===== config.mk =====
export PLATFORM = sky130hd
export DESIGN_NAME = bus_control_word_datapath
export DESIGN_NICKNAME = d
export VERILOG_FILES = /design/src/hdl/bcw_pkg.sv /design/src/hdl/bus_control_word_datapath.sv /design/src/hdl/bcw_exec.sv
export SDC_FILE = /design/constraint.sdc
export NUM_CORES = 1
export LEC_CHECK = 0
export BUFFER_PORTS_ARGS = -buffer_cell sky130_fd_sc_hd__buf_2
export CORE_ASPECT_RATIO = 0.6
export CORE_UTILIZATION = 50
export DETAILED_ROUTE_END_ITERATION = 7
export GPL_ROUTABILITY_DRIVEN = 1
export PLACE_DENSITY = 0.83
export SLEW_MARGIN = 25
export SYNTH_ARGS = -nofsm -noshare
export SYNTH_HDL_FRONTEND = slang
export SYNTH_HIERARCHICAL = 1
export SYNTH_SLANG_ARGS = --single-unit

===== constraint.sdc =====
create_clock -name clock -period 4.6 [get_ports clock]
set_input_delay 0 -clock clock [delete_from_list [all_inputs] [get_ports clock]]
set_output_delay 0 -clock clock [all_outputs]
set_load 0.1 [all_outputs]

===== src/hdl/bcw_pkg.sv =====
// Shared types, ALU opcode codes and ALU function for the bus control word datapath.
// No dependencies; imported by bcw_exec and bus_control_word_datapath.
package bcw_pkg;

   // ALU opcode codes held in the alu_op register
   localparam logic [7:0] ALU_ADD = 8'd1;
   localparam logic [7:0] ALU_SUB = 8'd2;
   localparam logic [7:0] ALU_NOT = 8'd3;
   localparam logic [7:0] ALU_AND = 8'd4;
   localparam logic [7:0] ALU_OR  = 8'd5;

   // Read mask bit positions (bus sources)
   localparam int RD_A   = 0;
   localparam int RD_B   = 1;
   localparam int RD_C   = 2;
   localparam int RD_D   = 3;
   localparam int RD_ALU = 4;

   // Write mask bit positions (bus destinations)
   localparam int WR_A      = 0;
   localparam int WR_B      = 1;
   localparam int WR_C      = 2;
   localparam int WR_D      = 3;
   localparam int WR_ALU_A  = 4;
   localparam int WR_ALU_B  = 5;
   localparam int WR_ALU_OP = 6;
   localparam int WR_MADR   = 7;
   localparam int WR_IPTR   = 8;
   localparam int WR_SPTR   = 9;

   localparam int REQ_DATA_W = 32;
   localparam int RSP_DATA_W = 48;

   // One control word
   typedef struct packed {
      logic       write_port;
      logic [9:0] write_mask;
      logic [4:0] read_mask;
      logic [7:0] bus_literal;
      logic       use_condition;
   } word_type;

   // One result
   typedef struct packed {
      logic [7:0] mem_address;
      logic [7:0] stack_pointer;
      logic [7:0] instr_pointer;
      logic [7:0] io_data;
      logic [7:0] io_port;
      logic       io_valid;
      logic       executed;
   } result_type;

   // ALU output; undefined opcodes give zero
   function automatic logic [7:0] alu_result(input logic [7:0] a, input logic [7:0] b,
                                             input logic [7:0] op);
      logic [7:0] r;
      case (op)
         ALU_ADD: r = a + b;
         ALU_SUB: r = a - b;
         ALU_NOT: r = (a == 8'd0) ? 8'd1 : 8'd0;
         ALU_AND: r = a & b;
         ALU_OR:  r = a | b;
         default: r = 8'd0;
      endcase
      return r;
   endfunction

endpackage


===== src/hdl/bus_control_word_datapath.sv =====
// Top level of the bus control word datapath: request register, executor, response register.
// Depends on bcw_pkg and bcw_exec.
//
//   Channel  | Direction | Ports                       | Contents
//   req      | in        | req_tvalid/tready/tdata[31:0] | one control word per transaction
//   rsp      | out       | rsp_tvalid/tready/tdata[47:0] | one result per control word
//
// Each word waits in the request register and is executed as it moves
// to the response register; one word per clock is sustained while rsp_tready is high.
// The response register stalls on rsp_tready low and the request register stalls
// behind it. Synchronous reset clears all machine registers and both valid flags.
module bus_control_word_datapath
   import bcw_pkg::*;
(
   input  logic                  clock,
   input  logic                  reset,
   input  logic                  req_tvalid,
   output logic                  req_tready,
   // [0] use_condition, [8:1] bus_literal, [13:9] read_mask, [23:14] write_mask,
   // [24] write_port, [31:25] zero
   input  logic [REQ_DATA_W-1:0] req_tdata,
   output logic                  rsp_tvalid,
   input  logic                  rsp_tready,
   // [0] executed, [1] io_valid, [9:2] io_port, [17:10] io_data, [25:18] instr_pointer,
   // [33:26] stack_pointer, [41:34] mem_address, [47:42] zero
   output logic [RSP_DATA_W-1:0] rsp_tdata
);

   logic       req_valid_ff;
   word_type   req_word_ff;
   logic       rsp_valid_ff;
   result_type rsp_data_ff;

   logic       rsp_load;
   logic       exec_step;
   result_type exec_result;

   // Handshake: response slot frees when empty or taken; request moves when slot frees
   assign rsp_load   = !rsp_valid_ff || rsp_tready;
   assign exec_step  = req_valid_ff && rsp_load;
   assign req_tready = !req_valid_ff || rsp_load;

   bcw_exec u_exec (
      .clock  (clock),
      .reset  (reset),
      .step   (exec_step),
      .word   (req_word_ff),
      .result (exec_result)
   );

   // Hold the request transaction
   always_ff @(posedge clock) begin
      if (reset) begin
         req_valid_ff <= 1'b0;
      end else if (req_tready) begin
         req_valid_ff <= req_tvalid;
      end
   end

   always_ff @(posedge clock) begin
      if (req_tready && req_tvalid) begin
         req_word_ff <= req_tdata[$bits(word_type)-1:0];
      end
   end

   // Hold the response transaction
   always_ff @(posedge clock) begin
      if (reset) begin
         rsp_valid_ff <= 1'b0;
      end else if (rsp_load) begin
         rsp_valid_ff <= req_valid_ff;
      end
   end

   always_ff @(posedge clock) begin
      if (exec_step) begin
         rsp_data_ff <= exec_result;
      end
   end

   assign rsp_tvalid = rsp_valid_ff;
   assign rsp_tdata  = {{(RSP_DATA_W - $bits(result_type)){1'b0}}, rsp_data_ff};

endmodule


===== src/hdl/bcw_exec.sv =====
// Register file, ALU and bus of the control word machine; executes one word per step.
// Depends on bcw_pkg for word_type, result_type and alu_result.
module bcw_exec
   import bcw_pkg::*;
(
   input  logic       clock,
   input  logic       reset,
   input  logic       step,      // commit the word this cycle
   input  word_type   word,
   output result_type result     // outcome of the word against current state
);

   logic [7:0] reg_a_ff, reg_b_ff, reg_c_ff, reg_d_ff;
   logic [7:0] alu_a_ff, alu_b_ff, alu_op_ff;
   logic [7:0] madr_ff, iptr_ff, sptr_ff;
   logic [7:0] reg_a_in, reg_b_in, reg_c_in, reg_d_in;
   logic [7:0] alu_a_in, alu_b_in, alu_op_in;
   logic [7:0] madr_in, iptr_in, sptr_in;

   logic       exec;
   logic [7:0] alu_out;
   logic [7:0] bus;
   logic [9:0] wr;

   // Drive the bus and decide which registers load it
   always_comb begin
      exec    = !word.use_condition || (reg_a_ff != 8'd0);
      alu_out = alu_result(alu_a_ff, alu_b_ff, alu_op_ff);
      bus     = word.bus_literal
              | (word.read_mask[RD_A]   ? reg_a_ff : 8'd0)
              | (word.read_mask[RD_B]   ? reg_b_ff : 8'd0)
              | (word.read_mask[RD_C]   ? reg_c_ff : 8'd0)
              | (word.read_mask[RD_D]   ? reg_d_ff : 8'd0)
              | (word.read_mask[RD_ALU] ? alu_out  : 8'd0);
      wr      = exec ? word.write_mask : 10'd0;

      reg_a_in  = wr[WR_A]      ? bus : reg_a_ff;
      reg_b_in  = wr[WR_B]      ? bus : reg_b_ff;
      reg_c_in  = wr[WR_C]      ? bus : reg_c_ff;
      reg_d_in  = wr[WR_D]      ? bus : reg_d_ff;
      alu_a_in  = wr[WR_ALU_A]  ? bus : alu_a_ff;
      alu_b_in  = wr[WR_ALU_B]  ? bus : alu_b_ff;
      alu_op_in = wr[WR_ALU_OP] ? bus : alu_op_ff;
      madr_in   = wr[WR_MADR]   ? bus : madr_ff;
      iptr_in   = wr[WR_IPTR]   ? bus : iptr_ff;
      sptr_in   = wr[WR_SPTR]   ? bus : sptr_ff;
   end

   // Build the result from the post-write state
   always_comb begin
      result.executed      = exec;
      result.io_valid      = exec && word.write_port;
      result.io_port       = result.io_valid ? madr_in : 8'd0;
      result.io_data       = result.io_valid ? bus : 8'd0;
      result.instr_pointer = iptr_in;
      result.stack_pointer = sptr_in;
      result.mem_address   = madr_in;
   end

   // Commit register writes
   always_ff @(posedge clock) begin
      if (reset) begin
         reg_a_ff  <= 8'd0;
         reg_b_ff  <= 8'd0;
         reg_c_ff  <= 8'd0;
         reg_d_ff  <= 8'd0;
         alu_a_ff  <= 8'd0;
         alu_b_ff  <= 8'd0;
         alu_op_ff <= 8'd0;
         madr_ff   <= 8'd0;
         iptr_ff   <= 8'd0;
         sptr_ff   <= 8'd0;
      end else if (step) begin
         reg_a_ff  <= reg_a_in;
         reg_b_ff  <= reg_b_in;
         reg_c_ff  <= reg_c_in;
         reg_d_ff  <= reg_d_in;
         alu_a_ff  <= alu_a_in;
         alu_b_ff  <= alu_b_in;
         alu_op_ff <= alu_op_in;
         madr_ff   <= madr_in;
         iptr_ff   <= iptr_in;
         sptr_ff   <= sptr_in;
      end
   end

endmodule

; Word-level counts from Yosys, hierarchy flattened
; Index checks and enable logic that the tools add are counted.
[totals]
register_bits = 149
latchBits = 0
ram_bits = 0
rom_bits = 0
inputBits = 36
out_inout_bits = 50
wordCells = 67
memories = 0
[op_classes]
n_addsub = 2
multipliers = 0
n_div = 0
order_cmp = 0
eq_ne = 5
shift = 0
n_mux = 11
bitwise_logic = 7
n_reduce_logical = 18
[op_table]
columns = cell, count
row1 = 8-bit 2-to-1 mux, 8
row2 = 8-bit OR, 6
row3 = 8-bit case mux with 5 select lines, 1
row4 = 8-bit by 2-bit == test with 1-bit output (second input constant), 2
row5 = 8-bit by 3-bit == test with 1-bit output (second input constant), 2
row6 = 2-bit AND reduction, 7
row7 = 10-bit 2-to-1 mux, 1
row8 = 8-bit adder, 1
row9 = 8-bit AND, 1
row10 = 8-bit by 1-bit == test with 1-bit output (second input constant), 1
row11 = 8-bit logical NOT, 1
row12 = 8-bit nonzero test, 1
row13 = 8-bit subtractor, 1
row14 = 1-bit logical AND, 3
row15 = 1-bit logical NOT, 3
row16 = 1-bit logical OR, 3
row17 = 1-bit 2-to-1 mux, 1

; Depth between registers and ports, before layout
[logic_depth]
ltp_word = 7
depth_mapped = 12
mapped_depth_nobuf = 11

; Cells and area by module
; Netlist, hierarchy kept.
[modules_own_cells]
columns = mod, instances, cells_each, area_per_inst_um2, seq_area_each_um2
row1 = bcw_exec, 1, 505, 4056.4, 1601.5
row2 = bus_control_word_datapath, 1, 84, 2164.6, 2052.0

; Worst setup path after synthesis
; OpenSTA, ideal clock, no wires.
[synth_timing]
path_type = register to register
startpoint = register u_exec.alu_op_ff[3]
endpoint = register rsp_data_ff (netlist bit rsp_tdata[39]), data pin
setup_time_ps = 271
arrival_ps = 3494
t_required_ps = 4329
slack_ps = 835
path_stages_with_launch = 13
n_path_buf = 1
period_less_slack_ps = 3765
path_cell_list = dfxtp_1 or4_4 nor4_4 mux2_2 inv_1 ha_1 nor2b_1 o31a_1 o21a_1 or3_1 a31oi_1 clkbuf_1 a21oi_1
[synth_rtl]
columns = item, line_no
row1 = from (decl), bcw_exec.sv:14  ; logic [7:0] alu_a_ff, alu_b_ff, alu_op_ff;
row2 = from (signal assigned), bcw_exec.sv:80  ; alu_op_ff <= alu_op_in;
row3 = to (signal assigned), bus_control_word_datapath.sv:77  ; rsp_data_ff <= exec_result;
row4 = to (decl), bus_control_word_datapath.sv:32  ; result_type rsp_data_ff;

; Worst setup path after layout
[layout_timing]
startpoint = register u_exec.alu_op_ff[3]
endpoint = register u_exec.madr_ff[6]
[layout_between]
elab_chain_cells = 5
elab_cells_between_ends = 9
cone_classes = eq/ne (5) / mux (3) / bitwise (1)
[layout_rtl]
columns = item, line_no
row1 = "8-bit by 3-bit == test with 1-bit output, or another cell as far along", bcw_pkg.sv:58  ; case (op)
row2 = 8-bit case mux with 5 select lines *, bcw_pkg.sv:58
row3 = 8-bit 2-to-1 mux *, bcw_exec.sv:34  ; | (word.read_mask[RD_ALU] ? alu_out : 8'd0);
row4 = 8-bit OR *, bcw_exec.sv:34
row5 = 8-bit 2-to-1 mux *, bcw_exec.sv:44  ; madr_in = wr[WR_MADR] ? bus : madr_ff;
row6 = to (signal assigned), bcw_exec.sv:81  ; madr_ff <= madr_in;
row7 = to (decl), bcw_exec.sv:15  ; logic [7:0] madr_ff, iptr_ff, sptr_ff;
; Mark *: on every way between the ends. The rest lies on a longest branch, timed or not.
; A chain may end at the register's enable or synchronous reset.

==> impl_metrics.toml <==
[status]
status = "finished clean"

[sta]
slew_viol_final = 0
hold_slack_ns = 0.2846
finalHoldViolations = 0
final-setup-viol-count = 0
fin_tns_setup_ns = 0
maxSlewHeadroom_pct = 42.46
rsz0062_at_grt = "no"
finalCritPeriodShare_pct = 85.96
post-route-min-period_ns = 3.954
max_freq_mhz = 252.9
worst_pin_slew_ns = 0.8631
finClkSkew_ns = 0.008153

[setup_path]
cp_common_cell = "o31a_1"
critPathBufInv = 1
worstSetupPathType = "register to register"
path_cells = "or4_4 -> nor4_4 -> mux2_2 -> fa_1 -> nor2b_1 -> o31a_1 -> o21ai_0 -> a21boi_0 -> o31a_1 -> buf_4 -> a211oi_1"
cp_slowest_stage_delay_ns = 0.60
arrival_ns = 4.21
crit_path_end_kind = "register"
worst_path_max_delay_cell = "or4_4"
path_delay_family = "simple AND/OR/NAND/NOR gates"
required_ns = 4.86
cp-start-kind = "register"
worst-path-max-fanout = 13
r2r_setup_slack_ns = 0.65

[clock_network]
numCtsBuffers = 17
root_buffer = "clkbuf_16"
clockBufferDepth = 2
clkLatencyLatePin_ns = 0.42
clk_pin_slew_ns = 0.06
cts_tree = "yes"
cts_max_level = 4
hold_buffers = 28
post_cts_resized = 0
clock_sinks = 149
post_cts.repair.setup_buffers = 0

[yosys]
netlist_area_um2 = 6221
ys_types = 50
synth.avg_cell_area_um2 = 10.56
async_flop_share_pct = 0
synth_top_area_share_pct = 32.34
synth-seq-cells = 149
synth_seq_area_share_pct = 58.73
postSynthCellCount = 589
synth.largest_area_cell = "edfxtp_1"
yosys-top-cells-area = "edfxtp_1 32%, dfxtp_1 26%, a211oi_1 9.9%, nor2_1 7.2%, a21oi_1 3.2%"
yosys_warnings = 6
synth-edff-count = 67
synth_ff_type = "dfxtp_1"

[route]
drt_iter0_markers = 462
drc = 0
vias = 4841
ant_nets = 0
avgViaCountPerCell = 5.736
wl_per_cell_um = 17.24
wl_um = 14550
drtPass1Iterations = 6

[die]
die_area_um2 = 12910
initial_core_util_pct = 51.41
die_w_um = 146
io_pins = 86
fp.coreArea_um2 = 12100
rows = 31
die_y_um = 88.40

[global_routing]
track_usage_pct = 23.73
overflow = 0
grt_pass1_wl_um = 23120
grt_pass1_vias = 4489
antenna_found_initial = 0
grt_max_degree = 83

[worst_hold_path]
hold_class = "input port to register"

[job]
max_cap_violations = 0

[place]
place_hpwl_um = 9491
port_buffers = 72
routabilityCongestion = 0.8746

[cells_and_area]
drive_gt1_share_pct = 18.85
seqCellArea_um2 = 3654
final_common_cell = "nor2_1"
antenna_cells = 0
fillers = 941
multiInputGateArea_um2 = 2293
nNetsFinal = 713
synthToLayoutAreaGrowth_pct = 20.37
mostFrequentLayoutCells = "120 x nor2_1, 82 x dfxtp_1, 82 x a211oi_1, 72 x buf_2, 67 x edfxtp_1"

[power_and_ir_drop]
power_density_nw_per_um2 = 468.9
leakagePower_uw = 0.002766
ir_drop_mv = 0.2935
[flip-flops by register name, summed over array words and instances (netlist names)]
register          flops
rsp_tdata            42
u_exec/alu_a_ff       8
u_exec/reg_a_ff       8
u_exec/reg_c_ff       8
u_exec/reg_d_ff       8
u_exec/iptr_ff        8
u_exec/sptr_ff        8
u_exec/alu_op_ff      8
u_exec/reg_b_ff       8
req_valid_ff          1
u_exec/madr_ff        8
req_word_ff          25
u_exec/alu_b_ff       8
rsp_tvalid            1
[final cells by class]
| cell class | instances | area share [%] |
|---|---|---|
| clock buffer | 19 | 5.915 |
| clock inverter | 13 | 1.454 |
| inverter | 12 | 0.6015 |
| multi-input combinational | 373 | 30.63 |
| sequential | 149 | 48.79 |
| tap | 165 | 2.757 |
| timing repair buffer | 113 | 9.858 |
[worst register-to-register path, cell delays in order, from the launching register on]
cell,delay (ns)
dfxtp_1,0.31
or4_4,0.60
nor4_4,0.46
mux2_2,0.42
fa_1,0.40
nor2b_1,0.23
o31a_1,0.18
o21ai_0,0.10
a21boi_0,0.20
o31a_1,0.60
buf_4,0.23
a211oi_1,0.07
[metal layers]
layer | wire (um) | GRT usage [%]
met4 | 129 | 6.913
met5 | 0 | 0
met1 | 6525 | 31.32
met2 | 6505 | 38.58
met3 | 1394 | 6.907
[worst paths after layout]
path,start,to,cells after the start
setup reg to reg,u_exec/alu_op_ff[3],u_exec/madr_ff[6],11
hold reg to reg,req_valid_ff,rsp_tvalid,2
hold / removal,req_tdata[7],req_word_ff[7],2
setup / recovery,u_exec/alu_op_ff[3],u_exec/madr_ff[6],11
[stage by stage]
| stage | instance area [um^2] | power (uW) | cells | util (%) | worst slack (ns) |
|---|---|---|---|---|---|
| 2_1_floorplan | 6240 | 2082 | 594 | - | 0.8351 |
| 3_3_place_gp | 6656 | 2197 | 784 | 55.00 | 0.7487 |
| 3_5_place_dp | 6656 | 2220 | 784 | 55.00 | 0.6904 |
| 4_1_cts | 7488 | 3513 | 844 | 61.88 | 0.6855 |
| 5_1_grt | 7488 | 3642 | 844 | 61.88 | 0.3956 |
| 6_report | 7488 | 3511 | 844 | 61.88 | 0.6459 |
[cell usage after synthesis, types with 10 or more instances]
cell and count:
ha_1 10, dfxtp_1 82, clkbuf_1 48, a211oi_1 82
nand2_1 11, nor2_1 120, a21oi_1 40, inv_1 11
and3_1 13, o21ai_0 10, edfxtp_1 67
[report_power, final]
part	internal, uW	switching [uW]	leakage, uW
registers	1480	55.4	0.00131
clock network	753	534	0.000260
logic	195	490	0.00119
[kinds of logic (layout without fill, tap and decap cells)]
logic type	count (synthesis)	after routing	synth area share (%)
AOI/OAI and AO/OA	160	160	17.80
xor gates and xnor gates	7	7	0.9855
adders and majority gates	16	16	3.138
buffers and inverters	72	157	4.907
DFF	149	149	58.73
muxes	2	2	0.3419
other	1	6	0.06028
and+or+nand+nor	182	182	14.04
Power figures use the tool's default switching activity.
